===== src/assert_macros.svh =====
// ---------------------------------------------------------------------------
// Assertion macros
// Shared concurrent assertion wrappers. They compile away when SYNTHESIS is set.
// ---------------------------------------------------------------------------
`ifndef ASSERT_MACROS_SVH
`define ASSERT_MACROS_SVH

`ifndef SYNTHESIS

// Checks an implication at every rising clock edge outside reset.
`define ASSERT_IMPLY(label, clk, rst, ante, cons) \
   label: assert property (@(posedge clk) disable iff (rst) (ante) |-> (cons)) \
      else $error("implication assertion failed");

// Checks that a condition holds at every rising clock edge outside reset.
`define ASSERT_ALWAYS(label, clk, rst, cond) \
   label: assert property (@(posedge clk) disable iff (rst) (cond)) \
      else $error("invariant assertion failed");

// Checks that a condition at one edge is followed by another at the next edge.
`define ASSERT_NEXT(label, clk, rst, ante, cons) \
   label: assert property (@(posedge clk) disable iff (rst) (ante) |=> (cons)) \
      else $error("next-cycle assertion failed");

`else

`define ASSERT_IMPLY(label, clk, rst, ante, cons)
`define ASSERT_ALWAYS(label, clk, rst, cond)
`define ASSERT_NEXT(label, clk, rst, ante, cons)

`endif

`endif


===== src/swa_pkg.sv =====
// ---------------------------------------------------------------------------
// swa_pkg
// Types and constants shared by the stopwatch and alarm controller modules.
// ---------------------------------------------------------------------------
package swa_pkg;

   localparam logic [31:0] ALERT_RESET = 32'd80;
   localparam logic [31:0] ALERT_STEP  = 32'd5;
   localparam logic [5:0]  MINUTE_LAST = 6'd59;
   localparam logic [31:0] AWARD_GAP   = 32'd10;
   localparam logic [1:0]  SONG_RESET  = 2'd2;

   // Item kinds.
   localparam logic [1:0] MODE_TICK  = 2'd0;
   localparam logic [1:0] MODE_SHORT = 2'd1;
   localparam logic [1:0] MODE_LONG  = 2'd2;

   // Keys.
   localparam logic [2:0] KEY_UP    = 3'd0;
   localparam logic [2:0] KEY_DOWN  = 3'd1;
   localparam logic [2:0] KEY_RIGHT = 3'd2;
   localparam logic [2:0] KEY_LEFT  = 3'd3;
   localparam logic [2:0] KEY_OK    = 3'd4;
   localparam logic [2:0] KEY_BACK  = 3'd5;

   // Song choices.
   localparam logic [1:0] SONG_OFF    = 2'd0;
   localparam logic [1:0] SONG_ONE    = 2'd1;
   localparam logic [1:0] SONG_TWO    = 2'd2;
   localparam logic [1:0] SONG_MINUTE = 2'd3;

   // Alert codes.
   localparam logic [2:0] ALERT_NONE     = 3'd0;
   localparam logic [2:0] ALERT_ONE_BASE = 3'd1;
   localparam logic [2:0] ALERT_TWO_BASE = 3'd4;
   localparam logic [2:0] ALERT_SILENT   = 3'd7;

   typedef struct packed {
      logic [1:0]  mode;
      logic [2:0]  key;
      logic [31:0] now_seconds;
   } req_item_type;

   typedef struct packed {
      logic        start_stop_chirp;
      logic        minute_chime;
      logic [2:0]  alert_code;
      logic        award;
      logic        award_random;
      logic        exit_request;
      logic [31:0] elapsed_seconds;
      logic        stopwatch_active;
      logic        running;
      logic [1:0]  song_choice;
      logic [31:0] alert_second;
      logic        hour_24;
   } rsp_item_type;

endpackage


===== src/swa_input_reg.sv =====
// ---------------------------------------------------------------------------
// swa_input_reg
// Input register stage that captures one request word and holds it until used.
// ---------------------------------------------------------------------------
module swa_input_reg
   import swa_pkg::*;
(
   input  logic         clock,
   input  logic         reset,
   input  logic         in_valid,
   output logic         in_ready,
   input  req_item_type in_item,
   output logic         out_valid,
   input  logic         out_take,
   output req_item_type out_item
);

   logic         valid_ff, valid_in;
   req_item_type item_ff;

   assign in_ready  = !valid_ff || out_take;
   assign valid_in  = in_ready ? in_valid : valid_ff;
   assign out_valid = valid_ff;
   assign out_item  = item_ff;

   always_ff @(posedge clock) begin
      if (reset) begin
         valid_ff <= 1'b0;
      end else begin
         valid_ff <= valid_in;
      end
      if (in_ready && in_valid) begin
         item_ff <= in_item;
      end
   end

endmodule


===== src/swa_event_unit.sv =====
// ---------------------------------------------------------------------------
// swa_event_unit
// Stopwatch and alarm state with the single-pass update for one event.
// ---------------------------------------------------------------------------
`include "assert_macros.svh"

module swa_event_unit
   import swa_pkg::*;
(
   input  logic         clock,
   input  logic         reset,
   input  logic         dumb_mode,
   input  logic         fire,
   input  req_item_type item,
   output rsp_item_type result
);

   logic        run_ff, run_in;
   logic [31:0] start_ff, start_in;
   logic [31:0] paused_ff, paused_in;
   logic [31:0] tick_ff, tick_in;
   logic [5:0]  phase_ff, phase_in;   // tick count modulo 60, kept alongside
   logic [31:0] alert_ff, alert_in;
   logic [1:0]  song_ff, song_in;
   logic        h24_ff, h24_in;
   logic [31:0] award_time_ff, award_time_in;

   always_comb begin
      logic [31:0] now;
      logic        award_ok;
      logic [2:0]  base;
      now      = item.now_seconds;
      award_ok = (award_time_ff + AWARD_GAP) <= now;
      base     = (song_ff == SONG_ONE) ? ALERT_ONE_BASE : ALERT_TWO_BASE;

      run_in        = run_ff;
      start_in      = start_ff;
      paused_in     = paused_ff;
      tick_in       = tick_ff;
      phase_in      = phase_ff;
      alert_in      = alert_ff;
      song_in       = song_ff;
      h24_in        = h24_ff;
      award_time_in = award_time_ff;
      result        = '0;

      unique case (item.mode)
         MODE_TICK: begin
            if (run_ff) begin
               tick_in = tick_ff + 32'd1;
               // A 32-bit wrap lands on zero, which is a multiple of 60 again.
               if (tick_ff == 32'hFFFF_FFFF || phase_ff == MINUTE_LAST) begin
                  phase_in = 6'd0;
               end else begin
                  phase_in = phase_ff + 6'd1;
               end
               result.minute_chime = (phase_in == 6'd0) && (tick_in != 32'd0);
               if (song_ff == SONG_ONE || song_ff == SONG_TWO) begin
                  priority if (tick_in == alert_ff) begin
                     result.alert_code = base;
                     result.award      = award_ok;
                     if (award_ok) begin
                        award_time_in = now;
                     end
                  end else if (tick_in == alert_ff + 32'd1) begin
                     result.alert_code = base + 3'd1;
                  end else if (tick_in == alert_ff + 32'd2) begin
                     result.alert_code = base + 3'd2;
                  end else begin
                  end
               end else if (tick_in == alert_ff) begin
                  result.alert_code   = ALERT_SILENT;
                  result.award        = award_ok;
                  result.award_random = award_ok;
                  if (award_ok) begin
                     award_time_in = now;
                  end
               end
            end
         end
         MODE_SHORT: begin
            unique case (item.key)
               KEY_UP: begin
                  if (run_ff) begin
                     alert_in = alert_ff + ALERT_STEP;
                  end
               end
               KEY_DOWN: begin
                  if (run_ff) begin
                     alert_in = alert_ff - ALERT_STEP;
                  end
               end
               KEY_RIGHT: begin
                  song_in = song_ff + 2'd1;
               end
               KEY_LEFT: begin
                  if (start_ff != 32'd0) begin
                     start_in  = now;
                     paused_in = 32'd0;
                     tick_in   = 32'd0;
                     phase_in  = 6'd0;
                  end else if (!dumb_mode) begin
                     h24_in = !h24_ff;
                  end
               end
               KEY_OK: begin
                  if (!dumb_mode) begin
                     result.start_stop_chirp = (song_ff != SONG_OFF);
                     priority if (run_ff) begin
                        paused_in = now - start_ff;
                     end else if (start_ff == 32'd0) begin
                        start_in = now;
                     end else begin
                        start_in = now - paused_ff;
                     end
                     run_in = !run_ff;
                  end
               end
               KEY_BACK: begin
                  result.exit_request = 1'b1;
               end
               default: begin
               end
            endcase
         end
         MODE_LONG: begin
            if (item.key == KEY_LEFT && start_ff != 32'd0) begin
               run_in    = 1'b0;
               start_in  = 32'd0;
               paused_in = 32'd0;
               tick_in   = 32'd0;
               phase_in  = 6'd0;
            end
         end
         default: begin
         end
      endcase

      result.elapsed_seconds  = run_in ? (now - start_in) : paused_in;
      result.stopwatch_active = (start_in != 32'd0);
      result.running          = run_in;
      result.song_choice      = song_in;
      result.alert_second     = alert_in;
      result.hour_24          = h24_in;
   end

   always_ff @(posedge clock) begin
      if (reset) begin
         run_ff        <= 1'b0;
         start_ff      <= 32'd0;
         paused_ff     <= 32'd0;
         tick_ff       <= 32'd0;
         phase_ff      <= 6'd0;
         alert_ff      <= ALERT_RESET;
         song_ff       <= SONG_RESET;
         h24_ff        <= 1'b0;
         award_time_ff <= 32'd0;
      end else if (fire) begin
         run_ff        <= run_in;
         start_ff      <= start_in;
         paused_ff     <= paused_in;
         tick_ff       <= tick_in;
         phase_ff      <= phase_in;
         alert_ff      <= alert_in;
         song_ff       <= song_in;
         h24_ff        <= h24_in;
         award_time_ff <= award_time_in;
      end
   end

   `ASSERT_ALWAYS(a_phase_range, clock, reset, phase_ff <= MINUTE_LAST)
   `ASSERT_IMPLY(a_award_stage, clock, reset, fire && result.award, result.alert_code == ALERT_ONE_BASE || result.alert_code == ALERT_TWO_BASE || result.alert_code == ALERT_SILENT)
   `ASSERT_IMPLY(a_random_award, clock, reset, fire && result.award_random, result.award && result.alert_code == ALERT_SILENT)
   `ASSERT_NEXT(a_tick_advance, clock, reset, fire && item.mode == MODE_TICK && run_ff, tick_ff == $past(tick_ff) + 32'd1)

endmodule


===== src/swa_result_reg.sv =====
// ---------------------------------------------------------------------------
// swa_result_reg
// Result register that holds one response word until the consumer takes it.
// ---------------------------------------------------------------------------
module swa_result_reg
   import swa_pkg::*;
(
   input  logic         clock,
   input  logic         reset,
   input  logic         in_valid,
   output logic         in_ready,
   input  rsp_item_type in_item,
   output logic         out_valid,
   input  logic         out_ready,
   output rsp_item_type out_item
);

   logic         valid_ff, valid_in;
   rsp_item_type item_ff;

   assign in_ready  = !valid_ff || out_ready;
   assign valid_in  = in_ready ? in_valid : valid_ff;
   assign out_valid = valid_ff;
   assign out_item  = item_ff;

   always_ff @(posedge clock) begin
      if (reset) begin
         valid_ff <= 1'b0;
      end else begin
         valid_ff <= valid_in;
      end
      if (in_ready && in_valid) begin
         item_ff <= in_item;
      end
   end

endmodule


===== src/stopwatch_alarm_controller.sv =====
// ---------------------------------------------------------------------------
// stopwatch_alarm_controller
// Stopwatch with alarm: key events and one-second ticks in, one status word out.
// ---------------------------------------------------------------------------
// Every request word (a tick or a key event, each with the current clock
// seconds) produces exactly one response word that carries the event flags and
// the stopwatch status after the event. The block sustains one word per clock
// cycle: a word lands in the input register, the whole state update is one
// combinational pass in the event unit, and the response lands in the result
// register, which drives rsp_tvalid. Back-pressure on the response side holds
// the result register, then the input register, and only then drops
// req_tready. The dumb_mode register is written through the csr port, which
// is always ready; write it only while no words are in flight.
module stopwatch_alarm_controller
   import swa_pkg::*;
(
   input  logic        clock,
   input  logic        reset,

   // Request channel.
   input  logic        req_tvalid,
   output logic        req_tready,
   // key [2:0], now_seconds [34:3], zero fill [39:35]
   input  logic [39:0] req_tdata,
   // mode [1:0]
   input  logic [1:0]  req_tuser,

   // Response channel.
   output logic        rsp_tvalid,
   input  logic        rsp_tready,
   // start_stop_chirp [0], minute_chime [1], alert_code [4:2], award [5],
   // award_random [6], exit_request [7], elapsed_seconds [39:8],
   // stopwatch_active [40], running [41], song_choice [43:42],
   // alert_second [75:44], hour_24 [76], zero fill [79:77]
   output logic [79:0] rsp_tdata,

   // Configuration write channel: dumb_mode.
   input  logic        csr_valid,
   output logic        csr_ready,
   input  logic        csr_data
);

   req_item_type req_item, staged_item;
   rsp_item_type unit_result, rsp_item;
   logic         staged_valid;
   logic         result_ready;
   logic         fire;
   logic         dumb_mode_ff, dumb_mode_in;

   // Unpack the request word.
   assign req_item.mode        = req_tuser;
   assign req_item.key         = req_tdata[2:0];
   assign req_item.now_seconds = req_tdata[34:3];

   // The configuration register takes a write in any cycle.
   assign csr_ready    = 1'b1;
   assign dumb_mode_in = (csr_valid && csr_ready) ? csr_data : dumb_mode_ff;

   always_ff @(posedge clock) begin
      if (reset) begin
         dumb_mode_ff <= 1'b0;
      end else begin
         dumb_mode_ff <= dumb_mode_in;
      end
   end

   // An event is applied when a staged word meets a free result slot.
   assign fire = staged_valid && result_ready;

   swa_input_reg u_input_reg (
      .clock     (clock),
      .reset     (reset),
      .in_valid  (req_tvalid),
      .in_ready  (req_tready),
      .in_item   (req_item),
      .out_valid (staged_valid),
      .out_take  (result_ready),
      .out_item  (staged_item)
   );

   swa_event_unit u_event_unit (
      .clock     (clock),
      .reset     (reset),
      .dumb_mode (dumb_mode_ff),
      .fire      (fire),
      .item      (staged_item),
      .result    (unit_result)
   );

   swa_result_reg u_result_reg (
      .clock     (clock),
      .reset     (reset),
      .in_valid  (staged_valid),
      .in_ready  (result_ready),
      .in_item   (unit_result),
      .out_valid (rsp_tvalid),
      .out_ready (rsp_tready),
      .out_item  (rsp_item)
   );

   // Pack the response word, first field in the lowest bits.
   assign rsp_tdata = {3'b000,
                       rsp_item.hour_24,
                       rsp_item.alert_second,
                       rsp_item.song_choice,
                       rsp_item.running,
                       rsp_item.stopwatch_active,
                       rsp_item.elapsed_seconds,
                       rsp_item.exit_request,
                       rsp_item.award_random,
                       rsp_item.award,
                       rsp_item.alert_code,
                       rsp_item.minute_chime,
                       rsp_item.start_stop_chirp};

endmodule

===== config.mk =====
export PLATFORM = sky130hd
export DESIGN_NAME = stopwatch_alarm_controller
export DESIGN_NICKNAME = d
export VERILOG_FILES = /design/src/swa_pkg.sv /design/src/swa_input_reg.sv /design/src/swa_event_unit.sv /design/src/swa_result_reg.sv /design/src/stopwatch_alarm_controller.sv
export VERILOG_INCLUDE_DIRS = /design/src /design/src/src
export SDC_FILE = /design/constraint.sdc
export NUM_CORES = 1
export LEC_CHECK = 0
export BUFFER_PORTS_ARGS = -buffer_cell sky130_fd_sc_hd__clkbuf_2
export CAP_MARGIN = 20
export CORE_MARGIN = 4
export CORE_UTILIZATION = 45
export DETAILED_ROUTE_END_ITERATION = 8
export PLACE_DENSITY_LB_ADDON = 0.2
export SLEW_MARGIN = 20
export SYNTH_ARGS = -nofsm -noshare
export SYNTH_HDL_FRONTEND = slang
export SYNTH_HIERARCHICAL = 1
export SYNTH_SLANG_ARGS = --single-unit
export TNS_END_PERCENT = 50

===== constraint.sdc =====
create_clock -name clock -period 11.6 [get_ports clock]
set_input_delay 0 -clock clock [delete_from_list [all_inputs] [get_ports clock]]
set_output_delay 0 -clock clock [all_outputs]
set_load 0.02 [all_outputs]

; Word-level counts from Yosys, hierarchy flattened
; Index checks and enable logic that the tools add are counted.
[op_classes]
add_sub_neg = 13
magnitude_cmp = 1
eq_ne = 18
muxes = 49
bitwise_logic = 5
reduce_logical = 26
[ops]
columns = operator, n
row1 = 32-bit two-way mux, 17
row2 = 32-bit case mux with 2 select lines, 5
row3 = 32-bit equality test, 3
row4 = 32-bit case mux with 3 select lines, 1
row5 = 32-bit nonzero test, 3
row6 = 32-bit subtractor, 3
row7 = "32-bit by 1-bit adder with 32-bit output, second input constant", 2
row8 = 6-bit two-way mux, 7
row9 = "32-bit by 2-bit adder with 32-bit output, second input constant", 1
row10 = "32-bit by 3-bit adder with 32-bit output, second input constant", 1
row11 = "32-bit by 4-bit adder with 32-bit output, second input constant", 1
row12 = "32-bit equality test, second input constant", 1
row13 = 32-bit less-or-equal comparator, 1
row14 = 32-bit zero test, 1
row15 = "32-bit by 3-bit subtractor with 32-bit output, second input constant", 1
row16 = 6-bit case mux with 3 select lines, 1
row17 = 3-bit two-way mux, 4
row18 = 1-bit two-way mux, 9
row19 = "2-bit by 1-bit != test with 1-bit output, second input constant", 4
row20 = "6-bit by 1-bit adder with 6-bit output, second input constant", 1
row21 = "3-bit by 2-bit equality test with 1-bit output, second input constant", 2
row22 = "3-bit equality test, second input constant", 2
row23 = "6-bit equality test, second input constant", 1
row24 = 6-bit zero test, 1
row25 = 23 further kinds, 39
[word_totals]
regBits = 287
input_bits = 48
output_inout_bits = 83
elab_cells = 139

; Longest topological paths before layout
[depth]
ltp_word = 8
depth_mapped = 25

; Modules after synthesis
; The synthesis kept the hierarchy.
[by_module_without_submodules]
columns = module, instances, cells_each, area_per_inst_um2
row1 = swa_event_unit, 1, 2617, 18860.6
row2 = swa_result_reg, 1, 82, 2367.3
row3 = swa_input_reg, 1, 42, 1166.1
row4 = stopwatch_alarm_controller, 1, 10, 77.6

; Least setup slack after synthesis
; Ideal clock, no wire load.
[synth_path]
path_kind = reg2reg
from = register u_input_reg.item_ff, in the netlist u_input_reg/out_item[0]
to = register u_result_reg.item_ff, in the netlist u_result_reg/out_item[67] (data pin)
setup_ps = 268
arrival_ps = 4906
path_slack_ps = 6426
stages_incl_launch_ff = 23
path_buffers = 0
period_less_slack_ps = 5174
path_cell_list = edfxtp_1 inv_1 ha_1 fa_1 nand2b_1 a21oi_1 o211ai_1 o21ai_0 a21oi_1 xnor2_1 a211oi_1 ha_1 and4_1 a211oi_1 o21ai_0 o211ai_1 a211oi_1 o21a_1 a2111oi_0 o31a_1 o21ai_0 xnor2_1 mux2i_1
[synth_lines]
columns = element, line
row1 = start: declaration, swa_input_reg.sv:19  ; req_item_type item_ff;
row2 = start signal: assignment, swa_input_reg.sv:33  ; item_ff <= in_item;
row3 = end signal: assignment, swa_result_reg.sv:33  ; item_ff <= in_item;
row4 = end: declaration, swa_result_reg.sv:19  ; rsp_item_type item_ff;

==> summary.md <==
| Metric | Value |
|---|---|
| Power density relative to cell area | approximately 120 mW/mm2 |
| CP startpoint kind | flop |
| Clock Latency Late Sink | 550 ps |
| Worst R2R Path Depth | 21 |
| Initial core utilization | 45.7% |
| Standby leakage power | 9.53 nW |
| Gpl congestion | 1.00 |
| Slack of the worst reg-to-reg path | 4560 ps |
| Maximum level of the CTS H-tree | 2 |
| DP HPWL | 58000 um |
| Final number of max-transition violations | 0 |
| Total number of vias | between 20000 and 25000 |
| Most common cell in the netlist | sky130_fd_sc_hd__nor2_1 |
| Overall power | 0.00290 W |
| Post-layout minimum cycle time | 7040 ps |
| Setup Fix Bufs, Post-CTS | 0 |
| Type of the tightest min-delay check | input pin to flop |
| Arrival time of data at the critical path endpoint | 7330 ps |
| Count of instances resized after the clock tree is built | 0 |
| Cell area after synthesis | 0.0225 mm2 |
| Setup Crit Path Kind | flop to flop |
| CTS max path bufs | 3 |
| Clock tree from TritonCTS | done |
| GRT Overall Usage | 27.5% |
| Fraction of layout cells with a size suffix above 1 | under 10% |
| Final antenna-violating net count | 0 |
| Max Cap Violations | 0 |
| Via count of the first global-routing pass | 19500 |
| Distinct cells, synth | slightly below 100 |
| Area post-placement | 0.0234 mm2 |
| Y dimension of the die | between 200 and 250 um |
| Highest fanout seen on the critical path | 18 |
| Maximum number of pins on one net before global-route repair | 80 |
| Outcome | completed |
| Crit end category | flop |
| Final cell area excluding filler cells | 0.0251 mm2 |
| Avg WL per Cell | 21.9 um |
| Number of buffers inserted by port buffering | 121 |
| Setup Skew | 23.6 ps |
| Total Die Area | 0.0536 mm2 |
| # rows | 81 |
| Total of endpoints with negative setup slack in the final report | 0 |
| Top post-synthesis cells by count | sky130_fd_sc_hd__nor2_1 (329), sky130_fd_sc_hd__a21oi_1 (204), sky130_fd_sc_hd__dfxtp_1 (173), sky130_fd_sc_hd__xnor2_1 (167), sky130_fd_sc_hd__nand2_1 (159) |
| Cell chosen for the clock root | sky130_fd_sc_hd__clkbuf_16 |
| Final Hold Vio Count | 0 |
| Number of antenna violations at the first check in global routing | 1 |
| Endpoint required time on the critical path | 11890 ps |
| DRC violations left | 0 |
| First-pass GRT wire length | 116000 um |
| Placeable core area | 0.0492 mm2 |
| R2r startpoint | u_input_reg/out_item[36] |
| Share of synthesized flip-flops with an asynchronous set or reset | 0% |
| Antenna diodes | 0 |
| Synthesized instance count | around 2800 |
| Critical path startpoint | u_input_reg/out_item[36] |
| Peak VDD IR | ~0.000095 V |
| Number of DRC markers after the initial detailed-route iteration | around 2500 |
| Final clock period utilization by the worst path | 60.7% |
| Sum of negative setup slack | 0 ps |
| Maximum achievable frequency | 142 MHz |
| Largest area contributor in the netlist | sky130_fd_sc_hd__dfxtp_1 |
| Avg Cell Area, Syn | a little over 8 um2 |
| Quantity of hold-fixing buffers added after cts | 43 |
| Worst Max-Slew Pin Slew | 1150 ps |
| Register area share after synthesis | roughly 31% |
| Synth Register Bits | 287 |
| Largest cells by area after synthesis | sky130_fd_sc_hd__dfxtp_1 (15%), sky130_fd_sc_hd__edfxtp_1 (15%), sky130_fd_sc_hd__ha_1 (7.7%), sky130_fd_sc_hd__xnor2_1 (6.5%), sky130_fd_sc_hd__nor2_1 (5.5%) |
| I/O pin cnt | 131 |
| Number of enable-type register cells in the synthesized netlist | 114 |
| Congestion Overflow GR | 0 |
| Max-slew headroom at the worst pin | 22.5% |
| Post-Place Worst Slack | 4870 ps |
| Termination of the worst setup path | u_result_reg/out_item[67] |
| Clock transition time at the flip-flop clock pins of the worst setup and hold paths | about 60 ps |
| Ys flop type | sky130_fd_sc_hd__dfxtp_1 |
| Detailed Route WL | 76400 um |
| Overall die width | 231 um |
| R2r endpoint | u_result_reg/out_item[67] |
| Number of clock buffers inserted by TritonCTS | 34 |
| Clock Sinks | 287 |
| WHS | 172 ps |
| Number of iterations in the first detailed-routing pass | 6 |
| Area share of the leading cell type in the synthesized netlist | 15.4% |
| Count of yosys warnings during synthesis | 6 |
| Final worst slack | 4560 ps |
| Area growth syn-to-layout | 11.5% |
| Net count reported at finish | around 3000 |
| Unrepaired setup endpoints after global routing | false |
| Via density per instance | 6.15 |
-- worst max-delay path, stage by stage (launching register included) --
cell and delay [ps]:
sky130_fd_sc_hd__edfxtp_1 420, sky130_fd_sc_hd__inv_1 100, sky130_fd_sc_hd__ha_1 670, sky130_fd_sc_hd__nand2_1 710
sky130_fd_sc_hd__nor4_1 680, sky130_fd_sc_hd__nand4_1 240, sky130_fd_sc_hd__o21ai_1 130, sky130_fd_sc_hd__buf_4 300
sky130_fd_sc_hd__a221o_1 220, sky130_fd_sc_hd__ha_1 190, sky130_fd_sc_hd__fa_1 230, sky130_fd_sc_hd__nor2b_1 70
sky130_fd_sc_hd__o31ai_1 560, sky130_fd_sc_hd__a211oi_1 300, sky130_fd_sc_hd__o211ai_1 390, sky130_fd_sc_hd__a211oi_1 170
sky130_fd_sc_hd__o21a_1 200, sky130_fd_sc_hd__a2111oi_0 540, sky130_fd_sc_hd__o31a_1 240, sky130_fd_sc_hd__o21ai_0 120
sky130_fd_sc_hd__xnor2_1 180, sky130_fd_sc_hd__mux2i_1 100
-- registers in the layout, indices dropped and copies added, names as in the netlist, 2 cells and up --
name	count
u_result_reg/out_item	77
u_input_reg/out_item	37
u_event_unit/alert_ff	32
u_event_unit/award_time_ff	32
u_event_unit/paused_ff	32
u_event_unit/start_ff	32
u_event_unit/tick_ff	32
u_event_unit/phase_ff	6
u_event_unit/song_ff	2
-- through the flow --
step | util, % | instances
floorplan | - | 2753
global placement | 47.5 | 3387
detailed placement | 47.5 | 3387
CTS | 50.9 | 3491
global route | 51.0 | 3492
finish | 51.0 | 3492
-- routing by layer --
layer	GRT usage (%)	wire length, um	vias to the layer above	share of wire, %
met5	0	13	-	0.017
met4	6.82	1590	2	2.1
met3	7.47	8940	89	12
met2	36.5	29000	1058	38
met1	43.4	36900	10200	48
li1	-	-	10100	-
-- area by class of cell --
cell class                 count  area (um2)
clock inverter                20         319
tap                          664         831
sequential                   287        6890
multi-input combinational   2149       14300
fill                        4665       24100
timing repair buffer         186        1230
inverter                     145         544
clock buffer                  41         898
-- layout by cell type (no fill, tap or decap), drive strengths merged, types with 71 or more instances in the layout --
master and count:
a21oi 206, nand4 71, dfxtp 173, xor2 92, nand2 160, xnor2 168
inv 147, ha 139, nand3 89, clkbuf 161, edfxtp 114, o21ai 140
nor2 329, a211oi 73
-- kinds of logic (layout without fill, tap and decap cells) --
group	count (synthesis)	after routing	synth area share, %
compound gates	716	716	20.9
xor+xnor	264	264	10.6
fa+ha+maj	142	142	8.01
buf+inv	317	392	5.66
flops	287	287	30.6
mux	47	47	2.11
other cells	2	4	0.0334
simple gates	976	976	22.1
-- worst min path at each step --
stage,endpoint,depth (start not counted),slack [ps],startpoint
2_1_floorplan,u_input_reg/out_valid,1,60,reset
3_3_place_gp,u_input_reg/out_item[10],1,180,req_tdata[13]
3_5_place_dp,u_input_reg/out_item[11],1,180,req_tdata[14]
4_1_cts,u_input_reg/out_item[31],2,140,req_tdata[34]
5_1_grt,u_input_reg/out_item[30],2,170,req_tdata[33]
6_report,u_input_reg/out_item[31],2,170,req_tdata[34]
-- power breakdown --
| part | switching, W | leakage, nW | total, W | internal (W) |
|---|---|---|---|---|
| combinational | 0.000370 | 6.46 | 0.000580 | 0.000210 |
| sequential | 0.0000477 | 2.49 | 0.00113 | 0.00109 |
| clock | 0.000453 | 0.582 | 0.00119 | 0.000735 |
Power figures use the tool's default switching activity.
